### src/lfa_pkg.sv
// shared types and constants for the life automaton stencil block
`default_nettype none

package lfa_pkg;

    // field widths of the stream items, the row register and the neighbor count
    localparam int ROW_W  = 10;
    localparam int COL_W  = 6;
    localparam int CFG_W  = 11;
    localparam int CNT_W  = 4;

    // largest grid height, register reset and B3/S23 rule counts
    localparam logic [CFG_W-1:0] ROWS_MAX   = 11'd1024;
    localparam logic [CFG_W-1:0] ROWS_RESET = 11'd35;
    localparam logic [CNT_W-1:0] BIRTH_CNT  = 4'd3;
    localparam logic [CNT_W-1:0] STAY_CNT   = 4'd2;

    // which neighbor positions of the target cell lie inside the grid
    typedef struct packed {
        logic top;
        logic mid;
        logic bot;
        logic left;
        logic right;
    } t_nbr_mask;

endpackage

`default_nettype wire

### src/lfa_cell.sv
// one stage of the cell delay line
`default_nettype none

module lfa_cell (
    input  wire logic i_clk,
    input  wire logic i_rst_n,
    input  wire logic i_shift,
    input  wire logic i_d,
    output logic      o_q
);

    logic r_q;

    // take the neighbor's bit on every shift
    always_ff @(posedge i_clk) begin
        if (!i_rst_n) begin
            r_q <= 1'b0;
        end else if (i_shift) begin
            r_q <= i_d;
        end
    end

    assign o_q = r_q;

endmodule

`default_nettype wire

### src/lfa_judge.sv
// neighbor count and B3/S23 next state of the target cell
`default_nettype none

module lfa_judge (
    input  wire logic              i_self,
    input  wire logic [2:0]        i_top,     // left, middle, right of the row above
    input  wire logic [2:0]        i_bot,     // left, middle, right of the row below
    input  wire logic              i_left,
    input  wire logic              i_right,
    input  wire lfa_pkg::t_nbr_mask i_mask,
    output logic                   o_next
);

    import lfa_pkg::*;

    logic [7:0]       w_nbr;
    logic [CNT_W-1:0] w_cnt;

    // gate each neighbor by its position in the grid
    always_comb begin
        w_nbr[0] = i_top[0] & i_mask.top & i_mask.left;
        w_nbr[1] = i_top[1] & i_mask.top;
        w_nbr[2] = i_top[2] & i_mask.top & i_mask.right;
        w_nbr[3] = i_left   & i_mask.mid & i_mask.left;
        w_nbr[4] = i_right  & i_mask.mid & i_mask.right;
        w_nbr[5] = i_bot[0] & i_mask.bot & i_mask.left;
        w_nbr[6] = i_bot[1] & i_mask.bot;
        w_nbr[7] = i_bot[2] & i_mask.bot & i_mask.right;
    end

    // population count of the eight neighbors
    always_comb begin
        w_cnt = '0;
        for (int k = 0; k < 8; k++) begin
            w_cnt = w_cnt + CNT_W'(w_nbr[k]);
        end
    end

    // birth on three, survival on two or three
    assign o_next = (w_cnt == BIRTH_CNT) || (i_self && (w_cnt == STAY_CNT));

endmodule

`default_nettype wire

### src/life_automaton_stencil.sv
// top level: one Life generation over a raster cell stream
//
// The current generation enters in raster order, one cell per clock while
// s_axis_tready is high, COLUMNS cells per row, rows_in_use rows per frame.
// Each cell shifts into a chain of 2*COLUMNS+2 one-bit cells; the result for
// a cell leaves once the cell one row below and one column to the right has
// entered, so the first result of a frame follows the (COLUMNS+2)-th input.
// After the frame's last input the block shifts COLUMNS+1 dead cells through
// the chain to drain the remaining results, holding s_axis_tready low while
// they drain. The chain shifts once per cycle at full rate; output stalls
// stop it. Cells outside the grid count as dead. rows_in_use of 0 acts as 1,
// values above 1024 act as 1024.
`default_nettype none

module life_automaton_stencil #(
    parameter int COLUMNS = 32
) (
    input  wire logic                       i_clk,
    input  wire logic                       i_rst_n,
    // row count register
    input  wire logic                       i_cfg_we,
    input  wire logic [lfa_pkg::CFG_W-1:0]  i_cfg_wdata,
    // input cells
    input  wire logic                       s_axis_tvalid,
    output logic                            s_axis_tready,
    input  wire logic [7:0]                 s_axis_tdata,   // [0] cell_alive
    // results
    output logic                            m_axis_tvalid,
    input  wire logic                       m_axis_tready,
    output logic [23:0]                     m_axis_tdata,   // [0] next_alive,
                                                            // [10:1] cell_row,
                                                            // [16:11] cell_col
    output logic                            m_axis_tlast    // frame_last
);

    import lfa_pkg::*;

    localparam int DEPTH  = 2 * COLUMNS + 2;
    localparam int FILL_W = $clog2(COLUMNS + 2);
    localparam logic [COL_W-1:0]  LAST_COL  = COL_W'(COLUMNS - 1);
    localparam logic [FILL_W-1:0] FILL_FULL = FILL_W'(COLUMNS + 1);
    localparam logic [FILL_W-1:0] FLUSH_END = FILL_W'(COLUMNS);

    logic [CFG_W-1:0]  r_rows_cfg;
    logic [COL_W-1:0]  r_in_col, r_tgt_col;
    logic [ROW_W-1:0]  r_in_row, r_tgt_row;
    logic [FILL_W-1:0] r_fill, r_flush_cnt;
    logic              r_flush;
    logic              r_out_valid, r_out_next, r_out_last;
    logic [ROW_W-1:0]  r_out_row;
    logic [COL_W-1:0]  r_out_col;

    logic [CFG_W-1:0]  w_rows;
    logic              w_advance, w_shift, w_accept, w_in_last, w_emit, w_frame_last;
    logic              w_next;
    logic              w_win [0:DEPTH];
    logic [CFG_W-1:0]  w_tgt_row_x;
    t_nbr_mask         w_mask;

    // row count register
    always_ff @(posedge i_clk) begin
        if (!i_rst_n) begin
            r_rows_cfg <= ROWS_RESET;
        end else if (i_cfg_we) begin
            r_rows_cfg <= i_cfg_wdata;
        end
    end

    // clamp the row count into its legal range
    always_comb begin
        if (r_rows_cfg == '0) begin
            w_rows = CFG_W'(1);
        end else if (r_rows_cfg > ROWS_MAX) begin
            w_rows = ROWS_MAX;
        end else begin
            w_rows = r_rows_cfg;
        end
    end

    // handshake and chain shift control
    assign w_advance     = !r_out_valid || m_axis_tready;
    assign s_axis_tready = w_advance && !r_flush;
    assign w_accept      = s_axis_tvalid && s_axis_tready;
    assign w_shift       = w_accept || (w_advance && r_flush);
    assign w_in_last     = (r_in_col == LAST_COL) && ({1'b0, r_in_row} >= (w_rows - CFG_W'(1)));
    assign w_emit        = w_shift && (r_fill == FILL_FULL);
    assign w_frame_last  = r_flush && (r_flush_cnt == FLUSH_END);

    // delay line window: index 0 is the entering cell
    assign w_win[0] = r_flush ? 1'b0 : s_axis_tdata[0];

    genvar g;
    generate
        for (g = 0; g < DEPTH; g++) begin : g_line
            lfa_cell u_cell (
                .i_clk   (i_clk),
                .i_rst_n (i_rst_n),
                .i_shift (w_shift),
                .i_d     (w_win[g]),
                .o_q     (w_win[g+1])
            );
        end
    endgenerate

    // neighbor positions that fall inside the grid
    always_comb begin
        w_tgt_row_x  = {1'b0, r_tgt_row};
        w_mask.top   = (r_tgt_row != '0) && ((w_tgt_row_x - CFG_W'(1)) < w_rows);
        w_mask.mid   = w_tgt_row_x < w_rows;
        w_mask.bot   = (w_tgt_row_x + CFG_W'(1)) < w_rows;
        w_mask.left  = r_tgt_col != '0;
        w_mask.right = r_tgt_col != LAST_COL;
    end

    lfa_judge u_judge (
        .i_self  (w_win[COLUMNS+1]),
        .i_top   ({w_win[2*COLUMNS], w_win[2*COLUMNS+1], w_win[2*COLUMNS+2]}),
        .i_bot   ({w_win[0], w_win[1], w_win[2]}),
        .i_left  (w_win[COLUMNS+2]),
        .i_right (w_win[COLUMNS]),
        .i_mask  (w_mask),
        .o_next  (w_next)
    );

    // input position counters and frame drain
    always_ff @(posedge i_clk) begin
        if (!i_rst_n) begin
            r_in_col    <= '0;
            r_in_row    <= '0;
            r_flush     <= 1'b0;
            r_flush_cnt <= '0;
        end else if (w_accept) begin
            if (w_in_last) begin
                r_in_col    <= '0;
                r_in_row    <= '0;
                r_flush     <= 1'b1;
                r_flush_cnt <= '0;
            end else if (r_in_col == LAST_COL) begin
                r_in_col <= '0;
                r_in_row <= r_in_row + ROW_W'(1);
            end else begin
                r_in_col <= r_in_col + COL_W'(1);
            end
        end else if (w_shift) begin
            if (w_frame_last) begin
                r_flush <= 1'b0;
            end
            r_flush_cnt <= r_flush_cnt + FILL_W'(1);
        end
    end

    // line fill count, cleared after the final drain shift
    always_ff @(posedge i_clk) begin
        if (!i_rst_n) begin
            r_fill <= '0;
        end else if (w_shift) begin
            if (w_frame_last) begin
                r_fill <= '0;
            end else if (r_fill != FILL_FULL) begin
                r_fill <= r_fill + FILL_W'(1);
            end
        end
    end

    // target position of the next result
    always_ff @(posedge i_clk) begin
        if (!i_rst_n) begin
            r_tgt_col <= '0;
            r_tgt_row <= '0;
        end else if (w_emit) begin
            if (w_frame_last) begin
                r_tgt_col <= '0;
                r_tgt_row <= '0;
            end else if (r_tgt_col == LAST_COL) begin
                r_tgt_col <= '0;
                r_tgt_row <= r_tgt_row + ROW_W'(1);
            end else begin
                r_tgt_col <= r_tgt_col + COL_W'(1);
            end
        end
    end

    // output register
    always_ff @(posedge i_clk) begin
        if (!i_rst_n) begin
            r_out_valid <= 1'b0;
        end else if (w_advance) begin
            r_out_valid <= w_emit;
        end
    end

    always_ff @(posedge i_clk) begin
        if (w_advance && w_emit) begin
            r_out_next <= w_next;
            r_out_row  <= r_tgt_row;
            r_out_col  <= r_tgt_col;
            r_out_last <= w_frame_last;
        end
    end

    assign m_axis_tvalid = r_out_valid;
    assign m_axis_tdata  = {7'b0, r_out_col, r_out_row, r_out_next};
    assign m_axis_tlast  = r_out_last;

    // no input transfer while the frame drains
    a_no_input_in_flush : assert property (@(posedge i_clk) disable iff (!i_rst_n)
        r_flush |-> !s_axis_tready)
        else $error("input taken during frame drain");

    // fill count never passes a full line
    a_fill_bound : assert property (@(posedge i_clk) disable iff (!i_rst_n)
        r_fill <= FILL_FULL)
        else $error("line fill count out of range");

    // the frame's final result carries the last column
    a_last_col : assert property (@(posedge i_clk) disable iff (!i_rst_n)
        (m_axis_tvalid && m_axis_tlast) |-> (r_out_col == LAST_COL))
        else $error("frame end flagged away from the last column");

    // after the final result leaves, the next target is the frame origin
    a_target_wrap : assert property (@(posedge i_clk) disable iff (!i_rst_n)
        (w_emit && w_frame_last) |=> (r_tgt_row == '0 && r_tgt_col == '0 && !r_flush))
        else $error("target position not reset at frame end");

endmodule

`default_nettype wire

### config.mk
export PLATFORM = sky130hd
export DESIGN_NAME = life_automaton_stencil
export DESIGN_NICKNAME = d
export VERILOG_FILES = /design/src/lfa_pkg.sv /design/src/lfa_cell.sv /design/src/lfa_judge.sv /design/src/life_automaton_stencil.sv
export SDC_FILE = /design/constraint.sdc
export NUM_CORES = 1
export LEC_CHECK = 0
export ABC_AREA = 1
export BUFFER_PORTS_ARGS = -buffer_cell sky130_fd_sc_hd__buf_2
export CAP_MARGIN = 20
export CORE_MARGIN = 2
export CORE_UTILIZATION = 61
export CTS_CLUSTER_SIZE = 24
export DETAILED_ROUTE_END_ITERATION = 8
export PLACE_DENSITY = 0.8
export SKIP_CTS_REPAIR_TIMING = 1
export SYNTH_ARGS = -nofsm -noshare
export SYNTH_HDL_FRONTEND = slang
export SYNTH_HIERARCHICAL = 1
export SYNTH_SLANG_ARGS = --single-unit
### constraint.sdc
create_clock -name i_clk -period 5.4 [get_ports i_clk]
set_input_delay 0.27 -clock i_clk [delete_from_list [all_inputs] [get_ports i_clk]]
set_output_delay 0.27 -clock i_clk [all_outputs]
set_load 0.01 [all_outputs]
==> results of run 1 <==
[logic make-up (layout without fill, tap and decap cells)]
family | count (synthesis) | in the layout | share of synthesized area (%)
buffers and inverters | 180 | 242 | 9.46
and+or+nand+nor | 520 | 520 | 30.7
other | 1 | 7 | 0.0496
adders and majority gates | 57 | 57 | 9.84
AOI/OAI and AO/OA | 93 | 93 | 7.24
DFF | 141 | 141 | 39.7
xor gates and xnor gates | 26 | 26 | 3.01
[final cells by class]
cell class / instances / area (sq um)
multi-input cells: 703 / 3900
fillers: 952 / 3470
flip-flops and latches: 141 / 3000
inverters: 163 / 613
clock buffers: 19 / 443
repair buffers: 47 / 263
well taps: 168 / 210
clock inverters: 13 / 163
[metal layers]
metal / GRT usage [%] / vias to the layer above / part of all wire [%]
met2: 40.4 / 102 / 49
met5: 0 / - / 0
li1: - / 3298 / -
met3: 6.27 / 30 / 3.9
met1: 26.9 / 2788 / 45
met4: 9.64 / 0 / 2.3
[worst max-delay path: stages, from the launching register on]
cell                       delay (ps)
sky130_fd_sc_hd__dfxtp_1          340
sky130_fd_sc_hd__inv_2            100
sky130_fd_sc_hd__ha_2             200
sky130_fd_sc_hd__nand3_2          120
sky130_fd_sc_hd__nor3_4           240
sky130_fd_sc_hd__xor2_1           170
sky130_fd_sc_hd__ha_1             260
sky130_fd_sc_hd__a21oi_1          140
sky130_fd_sc_hd__o21ai_0          110
sky130_fd_sc_hd__nand3_1           80
sky130_fd_sc_hd__a21boi_0         100
sky130_fd_sc_hd__o21a_1           200
sky130_fd_sc_hd__nor4_2           220
sky130_fd_sc_hd__buf_4            160
sky130_fd_sc_hd__nand2_1           50
sky130_fd_sc_hd__nor2_2           100
sky130_fd_sc_hd__fa_1             420
sky130_fd_sc_hd__fa_1             500
sky130_fd_sc_hd__fa_1             490
sky130_fd_sc_hd__ha_1             240
sky130_fd_sc_hd__fa_1             390
sky130_fd_sc_hd__inv_1             60
sky130_fd_sc_hd__nand2_1           40
sky130_fd_sc_hd__nand3_1           70
sky130_fd_sc_hd__a21oi_1           40
[registers in the layout, indices dropped and copies added (netlist names)]
| signal | cells |
|---|---|
| g_line.u_cell/o_q | 66 |
| r_rows_cfg | 11 |
| r_in_row | 10 |
| r_out_row | 10 |
| r_tgt_row | 10 |
| r_fill | 6 |
| r_flush_cnt | 6 |
| r_in_col | 6 |
| r_out_col | 6 |
| r_tgt_col | 6 |
| m_axis_tlast | 1 |
| m_axis_tvalid | 1 |
| r_flush | 1 |
| r_out_next | 1 |
[metrics by stage]
stage                     std cells  power (W)  area (sq um)  TNS (ps)
after floorplan                1024    0.00133          7580         0
after global routing           1254    0.00267          8590     -23.0
after detailed placement       1222    0.00138          7950         0
final                          1254    0.00256          8590         0
after global placement         1222    0.00138          7950         0
after CTS                      1254    0.00258          8560         0
[synth_stat cells, drive strengths merged]
cell type    n
a211oi       3
clkbuf       6
nand2      249
nor4         5
o2111ai      2
a311oi       1
inv        163
nor3b        5
buf         11
nand3       38
a31oi        1
o211a        2
nand4       11
dfxtp      123
o21bai       3
conb         1
xnor2        4
fa           4
o221ai       2
a21oi       36
o41ai        1
o21ai       27
nor3        15
o211ai       1
a31o         1
o22ai        9
a21o         1
and3         1
xor2        22
edfxtp      18
or2          1
a21boi       1
a41oi        1
o21a         1
nor2       195
ha          53
[power groups by stage]
stage / Clock (W) / Sequential, W / Combinational (W)
finish: 0.00120 / 0.00112 / 0.000240
global route: 0.00126 / 0.00113 / 0.000281
CTS: 0.00122 / 0.00112 / 0.000241
detailed placement: 0 / 0.00115 / 0.000238
global placement: 0 / 0.00114 / 0.000232
floorplan: 0 / 0.00114 / 0.000192
[worst paths after layout]
| path | from | to | slack, ps | cells past startpoint |
|---|---|---|---|---|
| worst min register to register | r_rows_cfg[1] | r_rows_cfg[1] | 480 | 2 |
| worst max register to register | r_tgt_row[0] | r_out_next | 300 | 24 |
| worst min-delay path | i_cfg_wdata[5] | r_rows_cfg[5] | 60 | 3 |
| worst max-delay path | r_tgt_row[0] | r_out_next | 300 | 24 |
==> results.md, run 1 <==
- Number of sinks driven by the clock tree: 141
- Die footprint: 13,300 sq um
- Yosys Warn Count: 6
- Number of global-route vias before repair: 5,663
- Cell at the root of the clock tree: sky130_fd_sc_hd__clkbuf_16
- Initial antenna violation count: 0
- Post-synth cell types: 48
- Syn avg cell area: 7.42 sq um
- Ports placed on the boundary: 51
- Class of the worst hold path: in2reg
- Classification of the worst setup path: reg2reg
- Fin Hold WS: 62.4 ps
- Endpoints failing setup: 0
- Final Max Tran Viols: 0
- Critical-path maximum fanout: 6
- DRC errors left: 0
- Count of inserted antenna diode cells: 0
- Critical Path Start Type: flip-flop
- Fin crit share: 94.4%
- Reg power frac: 43.9%
- Starting density of the core: 62.6%
- Sequential area share after synthesis: 39.7%
- Worst-case headroom to the max-slew limit: 52.6%
- Routed length per placed instance: 11.6 microns
- HPWL reported at the end of detailed placement: 10,200 microns
- TritonCTS clock tree: yes
- Number of max-cap violations: 0
- Leading cell type in the layout, fill and taps excluded: sky130_fd_sc_hd__nand2_1
- Clock Latency Late Sink: 430 ps
- Fraction of synthesized cell area taken by the top area cell type: 32.6%
- Worst-path clk slew: 60 ps
- Logic gate share of total power: 9.4%
- Maximum number of pins on one net before global-route repair: 73
- Global-route wire length before repair: 24,500 microns
- Tot GR Track Use: 23.2%
- Largest area contributor in the netlist: sky130_fd_sc_hd__dfxtp_1
- Number of nets in the final layout: 1,154
- Run status: finished, final reports clean
- # rows: 40
- Final hold viol count: 0
- Pwr dens: 298 nW/um^2
- Clk pwr share: 46.7%
- Util after Layout: 71.2%
- Core area: 12,100 sq um
- Num CTS Buffers: 17
- Cell types occupying the most area after synthesis: sky130_fd_sc_hd__dfxtp_1, sky130_fd_sc_hd__nand2_1, sky130_fd_sc_hd__ha_1
- Post-route ant nets: 0
- Cell leakage power: 4.10 nW
- Final setup slack of the worst path: 301 ps
- Grt ovf: 0
- Longest Clk Path Bufs: 2
- Post-synthesis sequential element count: 141
- Slew at the pin closest to its max-slew limit: 711 ps
- Post-route minimum period: 5100 ps
- Worst Skew: 5.14 ps
- Number of DRC markers in iteration 0: 323
- Switching Power: 0.000634 W
- Final RePlAce weighted congestion: 0.882
- Y dimension of the die: 115 microns
- Synthesized instance count: 1,018
- Clock H-tree levels: 4
- Proportion of total power due to net switching: 24.8%
- Aggregate routed wire length: 14,600 microns
- Post-synthesis cell area: 7560 sq um
- Vias after detailed routing: 6,218
- Drt first pass iters: 4
- Worst EP required: 5580 ps
- Maximum clock rate: 0.196 GHz
- Max rail drop VDD: 338 uV
- Via density: 4.96
- Most frequent cells in the layout: sky130_fd_sc_hd__nand2_1, sky130_fd_sc_hd__inv_1, sky130_fd_sc_hd__dfxtp_1
- Pint: 0.00193 W
- Die Span X: 115 microns
- Signal arrival time at the worst endpoint: 5280 ps
- Critical path capture point type: flip-flop
- Share of cells above drive strength 1: 15.6%
- IO Port Bufs: 36
- Area added between synthesis and finish: 13.7%
- Setup slack after placement: 81.7 ps
(Power assumes the default switching activity.)
==> inputs of run 2 (changes only) <==
--- a/config.mk
+++ b/config.mk
@@ -5,15 +5,16 @@
 export SDC_FILE = /design/constraint.sdc
 export NUM_CORES = 1
 export LEC_CHECK = 0
-export ABC_AREA = 1
 export BUFFER_PORTS_ARGS = -buffer_cell sky130_fd_sc_hd__buf_2
 export CAP_MARGIN = 20
+export CORE_ASPECT_RATIO = 1.4
 export CORE_MARGIN = 2
 export CORE_UTILIZATION = 61
 export CTS_CLUSTER_SIZE = 24
 export DETAILED_ROUTE_END_ITERATION = 8
-export PLACE_DENSITY = 0.8
+export PLACE_DENSITY = 0.81
 export SKIP_CTS_REPAIR_TIMING = 1
+export SKIP_LAST_GASP = 1
 export SYNTH_ARGS = -nofsm -noshare
 export SYNTH_HDL_FRONTEND = slang
 export SYNTH_HIERARCHICAL = 1
==> results.md, run 2 <==
- Logic gate share of total power: 6.1% (-3.3 points)
- Area added between synthesis and finish: 14.3%
- Routing usage on met2: 43.6% (+3.3 points)
- Worst EP required: 5660 ps (+80 ps)
- Util after Layout: 71.6% (+0.40 points)
- Number of DRC markers in iteration 0: 299 (-7.4%)
- Most used standard cells in the synthesized netlist: sky130_fd_sc_hd__dfxtp_1, sky130_fd_sc_hd__nor2b_1, sky130_fd_sc_hd__mux2i_1, sky130_fd_sc_hd__ha_1, sky130_fd_sc_hd__nor2_1
- Endpoints failing setup: 0 (unchanged)
- Clock Latency Late Sink: 420 ps (about the same)
- Post-synthesis async set-or-reset flop share: 0% (unchanged)
- Class of the worst hold path: in2reg
- Y dimension of the die: 132 microns (+14%)
- Die Span X: 95.2 microns (-17%)
- Largest area contributor in the netlist: sky130_fd_sc_hd__dfxtp_1
- Cell leakage power: 3.46 nW (-16%)
- Pint: 0.00189 W (-2.1%)
- Number of global-route vias before repair: 5,219 (-7.8%)
- Longest Clk Path Bufs: 2 (unchanged)
- Post-synthesis cell area: 7110 sq um (-6.0%)
- Die footprint: 12,500 sq um (-5.7%)
- Run status: finished, final reports clean
- Worst Skew: 8.38 ps (+3.24 ps)
- Signal arrival time at the worst endpoint: 5430 ps (+150 ps)
- Cell types occupying the most area after synthesis: sky130_fd_sc_hd__dfxtp_1, sky130_fd_sc_hd__mux2i_1, sky130_fd_sc_hd__ha_1
- Most frequent cells in the layout: sky130_fd_sc_hd__dfxtp_1, sky130_fd_sc_hd__nor2b_1, sky130_fd_sc_hd__mux2i_1
- Worst-path clk slew: 60 ps (about the same)
- IO Port Bufs: 36 (unchanged)
- Most numerous cell in the Yosys netlist: sky130_fd_sc_hd__dfxtp_1
- Num CTS Buffers: 17 (unchanged)
- Met1 Usage GRT: 26.7% (-0.27 points)
- Reg power frac: 44.6% (+0.7 points)
- Final hold viol count: 0 (unchanged)
- Fraction of synthesized cell area taken by the top area cell type: 34.7% (+2.1 points)
- Layout fillers: 837 (-12%)
- Yosys Warn Count: 6 (unchanged)
- Post-route minimum period: 5170 ps (+68.5 ps)
- Synthesized instance count: 707 (-31%)
- # rows: 46 (+15%)
- DRC errors left: 0 (unchanged)
- Aggregate negative setup slack: 0 ps (unchanged)
- Largest register FFs: 66 (unchanged)
- Cell at the root of the clock tree: sky130_fd_sc_hd__clkbuf_16
- HPWL reported at the end of detailed placement: 10,100 microns (-1.1%)
- Starting density of the core: 62.7% (about the same)
- TritonCTS clock tree: yes
- Sequential area share after synthesis: 42.3% (+2.5 points)
- Leading cell type in the layout, fill and taps excluded: sky130_fd_sc_hd__dfxtp_1
- Maximum clock rate: 0.194 GHz (-1.3%)
- Share of cells above drive strength 1: 13.0% (-2.6 points)
- Post-synth cell types: 60 (+25%)
- Drt first pass iters: 4 (unchanged)
- Switching Power: 0.000531 W (-16%)
- Vias after detailed routing: 5,237 (-16%)
- Final RePlAce weighted congestion: 0.903 (+2.4%)
- Critical-path maximum fanout: 3 (-3)
- Fin crit share: 95.7% (+1.3 points)
- Number of sinks driven by the clock tree: 141 (unchanged)
- Via density: 5.72 (+15%)
- Met3 usage: 4.93% (-1.3 points)
- Aggregate routed wire length: 14,900 microns (+2.2%)
- Critical Path Start Type: flip-flop
- Clock H-tree levels: 4 (unchanged)
- Grt ovf: 0 (unchanged)
- Predominant post-synthesis flop cell: sky130_fd_sc_hd__dfxtp_1
- Post-synthesis sequential element count: 141 (unchanged)
- Post-route ant nets: 0 (unchanged)
- Max rail drop VDD: 225 uV (-34%)
- Count of inserted antenna diode cells: 0 (unchanged)
- Busiest grt layer: met2
- Pwr dens: 298 nW/um^2 (-0.18%)
- Post-synth EDFFs: 18 (unchanged)
- Proportion of total power due to net switching: 22.0% (-2.8 points)
- Maximum number of pins on one net before global-route repair: 71 (-2.7%)
- Slew at the pin closest to its max-slew limit: 1050 ps (+343 ps)
- Routed length per placed instance: 16.3 microns (+40%)
- Tot GR Track Use: 24.3% (+1.1 points)
- Ports placed on the boundary: 51 (unchanged)
- Worst-case headroom to the max-slew limit: 29.6% (-23 points)
- Classification of the worst setup path: reg2reg
- Critical path capture point type: flip-flop
- Core area: 11,300 sq um (-6.0%)
- Number of nets in the final layout: 840 (-27%)
- Final Max Tran Viols: 0 (unchanged)
- Number of max-cap violations: 0 (unchanged)
- Initial antenna violation count: 0 (unchanged)
- Clk pwr share: 49.3% (+2.6 points)
- Overall Power: 0.00242 W (-5.6%)
- Syn avg cell area: 10.1 sq um (+35%)
- Global-route wire length before repair: 24,200 microns (-1.0%)
## run 2: changes by cell type in the layout (fill, tap and decap cells not counted), sizes merged, moves of 12 or more
cell | before | now
inv | 165 | 14
and3 | 1 | 15
nand2 | 249 | 43
a21oi | 36 | 21
nand3 | 38 | 24
nor2 | 195 | 47
nor2b | 0 | 86
xnor2 | 4 | 16
o21ai | 27 | 12
mux2i | 0 | 79
## run 2: kinds of logic (layout without fill, tap and decap cells)
family,Yosys count,count (layout),synth area share [%]
and+or+nand+nor,270,270,20.8
DFF,141,141,42.3
muxes,79,79,11.1
AOI/OAI and AO/OA,78,78,7.22
adders and majority gates,57,57,10.5
xor gates and xnor gates,43,43,5.30
buffers and inverters,38,96,2.78
other,1,7,0.0528
## run 2: path summary, 6_finish.rpt
check / startpoint / to / slack (ps) / depth (start not counted)
max: r_tgt_row[2] / r_out_next / 230 / 16
min: i_cfg_wdata[5] / r_rows_cfg[5] / 70 / 3
min reg2reg: r_tgt_col[1] / r_out_col[1] / 490 / 0
max reg2reg: r_tgt_row[2] / r_out_next / 230 / 16
## run 2: final cells by class
cell class / instances / area, sq um / share of cell area (%)
Sequential cell: 141 / 3000 / 37.0
Clock inverter: 8 / 104 / 1.28
Timing Repair Buffer: 52 / 300 / 3.70
Multi-Input combinational cell: 534 / 3980 / 49.0
Inverter: 13 / 48.8 / 0.601
Clock buffer: 23 / 509 / 6.27
Tap cell: 144 / 180 / 2.22
## run 2: stage by stage
step | std cells | setup slack, ps | area, sq um | hold WS (ps)
floorplan | 713 | 226 | 7130 | 398
global placement | 884 | 232 | 7470 | 473
detailed placement | 884 | -0.153 | 7470 | 479
CTS | 915 | -35.6 | 8080 | 55.8
global route | 915 | -22.3 | 8120 | 86.1
finish | 915 | 233 | 8120 | 70.2
## run 2: metal layers
metal  wire, microns  part of all wire, %
met1            5900                   40
met5               0                    0
met3             515                  3.5
met4             526                  3.5
met2            7940                   53
## run 2: power by group through the flow
stage,clock network [W],logic (W),registers (W)
after floorplan,0,0.000108,0.00110
after global placement,0,0.000135,0.00110
after detailed placement,0,0.000143,0.00110
after CTS,0.00121,0.000146,0.00108
after global routing,0.00125,0.000162,0.00108
final,0.00119,0.000147,0.00108
## run 2: critical path: stages, from the launching register on
cell	delay, ps
sky130_fd_sc_hd__dfxtp_1	300
sky130_fd_sc_hd__or3_1	420
sky130_fd_sc_hd__or3b_4	440
sky130_fd_sc_hd__nor3_2	160
sky130_fd_sc_hd__xor2_1	100
sky130_fd_sc_hd__ha_1	330
sky130_fd_sc_hd__nand4_1	160
sky130_fd_sc_hd__a2111oi_4	250
sky130_fd_sc_hd__nor3_2	110
sky130_fd_sc_hd__and3_1	180
sky130_fd_sc_hd__fa_1	500
sky130_fd_sc_hd__fa_1	520
sky130_fd_sc_hd__fa_1	500
sky130_fd_sc_hd__ha_1	240
sky130_fd_sc_hd__fa_1	400
sky130_fd_sc_hd__or2_0	250
sky130_fd_sc_hd__a21oi_1	160
==> inputs of run 3 (changes only) <==
--- a/config.mk
+++ b/config.mk
@@ -9,10 +9,9 @@
 export CAP_MARGIN = 20
 export CORE_ASPECT_RATIO = 1.4
 export CORE_MARGIN = 2
-export CORE_UTILIZATION = 61
-export CTS_CLUSTER_SIZE = 24
+export CORE_UTILIZATION = 55
 export DETAILED_ROUTE_END_ITERATION = 8
-export PLACE_DENSITY = 0.81
+export PLACE_DENSITY = 0.75
 export SKIP_CTS_REPAIR_TIMING = 1
 export SKIP_LAST_GASP = 1
 export SYNTH_ARGS = -nofsm -noshare
==> constraint.sdc (replaced) <==
create_clock -name i_clk -period 4.6 [get_ports i_clk]
set_input_delay 0.23 -clock i_clk [delete_from_list [all_inputs] [get_ports i_clk]]
set_output_delay 0.23 -clock i_clk [all_outputs]
set_load 0.01 [all_outputs]
==> results.md, run 3 (synthesis results as in run 2) <==
- Run status: complete, but fails checks
- Failing checks: setup timing
- Area added between synthesis and finish: 16.1%
- Number of nets in the final layout: 860 (+2.4%)
- Maximum clock rate: 0.201 GHz (+3.9%)
- Tot GR Track Use: 22.1% (-2.2 points)
- DRC errors left: 0 (unchanged)
- Signal arrival time at the worst endpoint: 5240 ps (-190 ps)
- R2R cell count: 17 (+1)
- Number of sinks driven by the clock tree: 141 (unchanged)
- Worst Skew: 10.6 ps (+2.22 ps)
- Initial antenna violation count: 0 (unchanged)
- Classification of the worst setup path: reg2reg
- Worst-case headroom to the max-slew limit: 36.6% (+7.0 points)
- Overall Power: 0.00274 W (+13%)
- TritonCTS clock tree: yes
- Cell at the root of the clock tree: sky130_fd_sc_hd__clkbuf_16
- Critical path capture point type: flip-flop
- Util after Layout: 64.7% (-6.9 points)
- Number of DRC markers in iteration 0: 246 (-18%)
- Pwr dens: 332 nW/um^2 (+12%)
- Startpoint of the worst-slack reg-to-reg timing path: r_tgt_row[2]
- Pint: 0.00214 W (+14%)
- Longest Clk Path Bufs: 2 (unchanged)
- Reg power frac: 46.1% (+1.5 points)
- Maximum number of pins on one net before global-route repair: 83 (+17%)
- Count of inserted antenna diode cells: 0 (unchanged)
- Setup slack of the most critical reg-to-reg path: -370 ps (-610 ps)
- Final instance area: 8250 sq um (+1.6%)
- Drt first pass iters: 4 (unchanged)
- Slew at the pin closest to its max-slew limit: 945 ps (-109 ps)
- Number of max-cap violations: 0 (unchanged)
- Number of global-route vias before repair: 5,435 (+4.1%)
- Starting density of the core: 55.7% (-6.9 points)
- Endpoints failing setup: 1 (+1)
- Critical-path maximum fanout: 3 (unchanged)
- HPWL reported at the end of detailed placement: 10,500 microns (+3.9%)
- Most frequent cells in the layout: sky130_fd_sc_hd__dfxtp_1, sky130_fd_sc_hd__nor2b_1, sky130_fd_sc_hd__mux2i_1
- Share of cells above drive strength 1: 15.7% (+2.7 points)
- Final setup slack of the worst path: -375 ps (-608 ps)
- Aggregate routed wire length: 14,700 microns (-0.92%)
- CP Capture Point: r_out_next
- Clock Latency Late Sink: 410 ps (about the same)
- Class of the worst hold path: in2reg
- Logic gate share of total power: 6.4% (+0.3 points)
- Core area: 12,800 sq um (+12%)
- Unrepaired setup endpoints after global routing: true
- Max rail drop VDD: 302 uV (+34%)
- Leading cell type in the layout, fill and taps excluded: sky130_fd_sc_hd__dfxtp_1
- Critical Path Start Type: flip-flop
- Aggregate negative setup slack: -375 ps (-375 ps)
- Die Span X: 100 microns (+5.1%)
- Via density: 5.59 (-2.3%)
- Final Max Tran Viols: 0 (unchanged)
- Worst-path clk slew: 60 ps (about the same)
- Grt ovf: 0 (unchanged)
- Post-route ant nets: 0 (unchanged)
- # rows: 49 (+6.5%)
- Global-route wire length before repair: 24,800 microns (+2.1%)
- Num CTS Buffers: 17 (unchanged)
- Post-DP Area: 7650 sq um (+2.5%)
- Final hold viol count: 0 (unchanged)
- IO Port Bufs: 36 (unchanged)
- Final RePlAce weighted congestion: 0.901 (-0.17%)
- Y dimension of the die: 138 microns (+5.2%)
- Proportion of total power due to net switching: 21.8% (-0.13 points)
- Clk pwr share: 47.5% (-1.8 points)
- Reg-to-reg critical path endpoint: r_out_next
- Vias after detailed routing: 5,274 (+0.71%)
- Ports placed on the boundary: 51 (unchanged)
- Routed length per placed instance: 15.6 microns (-3.9%)
- Beginning of the critical path: r_tgt_row[2]
- Fin crit share: 108% (+12 points)
- Cell leakage power: 3.55 nW (+2.4%)
- Largest register FFs: 66 (unchanged)
- Die footprint: 13,900 sq um (+11%)
- Clock H-tree levels: 4 (unchanged)
- Worst EP required: 4870 ps (-790 ps)
- Post-route minimum period: 4970 ps (-192 ps)
- Switching Power: 0.000599 W (+13%)
-- run 3: cell count changes in the layout (fill, tap and decap cells not counted), sizes merged --
cell and delta:
clkinvlp -1, clkbuf +1, buf +20, bufinv -1
-- run 3: critical path, cell delays in order (launching register included) --
cell and delay [ps]:
sky130_fd_sc_hd__dfxtp_2 310, sky130_fd_sc_hd__or3_4 390, sky130_fd_sc_hd__or3b_4 440, sky130_fd_sc_hd__nor3_4 130, sky130_fd_sc_hd__xor2_1 90, sky130_fd_sc_hd__ha_1 290, sky130_fd_sc_hd__nand4_1 100, sky130_fd_sc_hd__a2111oi_2 330
sky130_fd_sc_hd__nor3_2 110, sky130_fd_sc_hd__buf_4 150, sky130_fd_sc_hd__and2_1 160, sky130_fd_sc_hd__fa_1 520, sky130_fd_sc_hd__fa_1 420, sky130_fd_sc_hd__fa_1 450, sky130_fd_sc_hd__ha_2 220, sky130_fd_sc_hd__fa_2 350
sky130_fd_sc_hd__or2_1 250, sky130_fd_sc_hd__a21oi_2 110
-- run 3: how the worst min path moves through the flow --
stage	start	end	slack, ps	depth (start not counted)
after CTS	i_cfg_wdata[5]	r_rows_cfg[5]	30	3
final	i_cfg_wdata[5]	r_rows_cfg[5]	40	3
after floorplan	i_rst_n	g_line[65].u_cell/o_q	360	1
after detailed placement	i_cfg_wdata[5]	r_rows_cfg[5]	450	3
after global routing	i_cfg_wdata[5]	r_rows_cfg[5]	50	3
after global placement	i_cfg_wdata[5]	r_rows_cfg[5]	450	3
-- run 3: final cells by class --
type,instances,area [sq um]
Clock buffer,24,503
Clock inverter,6,58.8
Fill cell,1047,4500
Inverter,13,48.8
Multi-Input combinational cell,534,4000
Sequential cell,141,3000
Tap cell,153,191
Timing Repair Buffer,72,450
-- run 3: metal layers --
layer,wire [microns],GRT usage [%]
met5,0,0
met4,471,10.6
met3,442,4.65
met2,7810,40.0
met1,6020,24.2
-- run 3: per-stage QoR --
stage,hold WS (ps),setup slack (ps),std cells
6_report,36.6,-375,943
5_1_grt,46.4,-553,943
4_1_cts,25.3,-345,942
3_5_place_dp,454,-325,912
3_3_place_gp,446,-226,912
2_1_floorplan,358,-102,713
-- run 3: power by group through the flow --
| stage | registers [W] | clock network [W] | logic [W] |
|---|---|---|---|
| floorplan | 0.00129 | 0 | 0.000128 |
| global placement | 0.00129 | 0 | 0.000167 |
| detailed placement | 0.00129 | 0 | 0.000173 |
| CTS | 0.00126 | 0.00132 | 0.000175 |
| global route | 0.00126 | 0.00138 | 0.000197 |
| finish | 0.00126 | 0.00130 | 0.000176 |
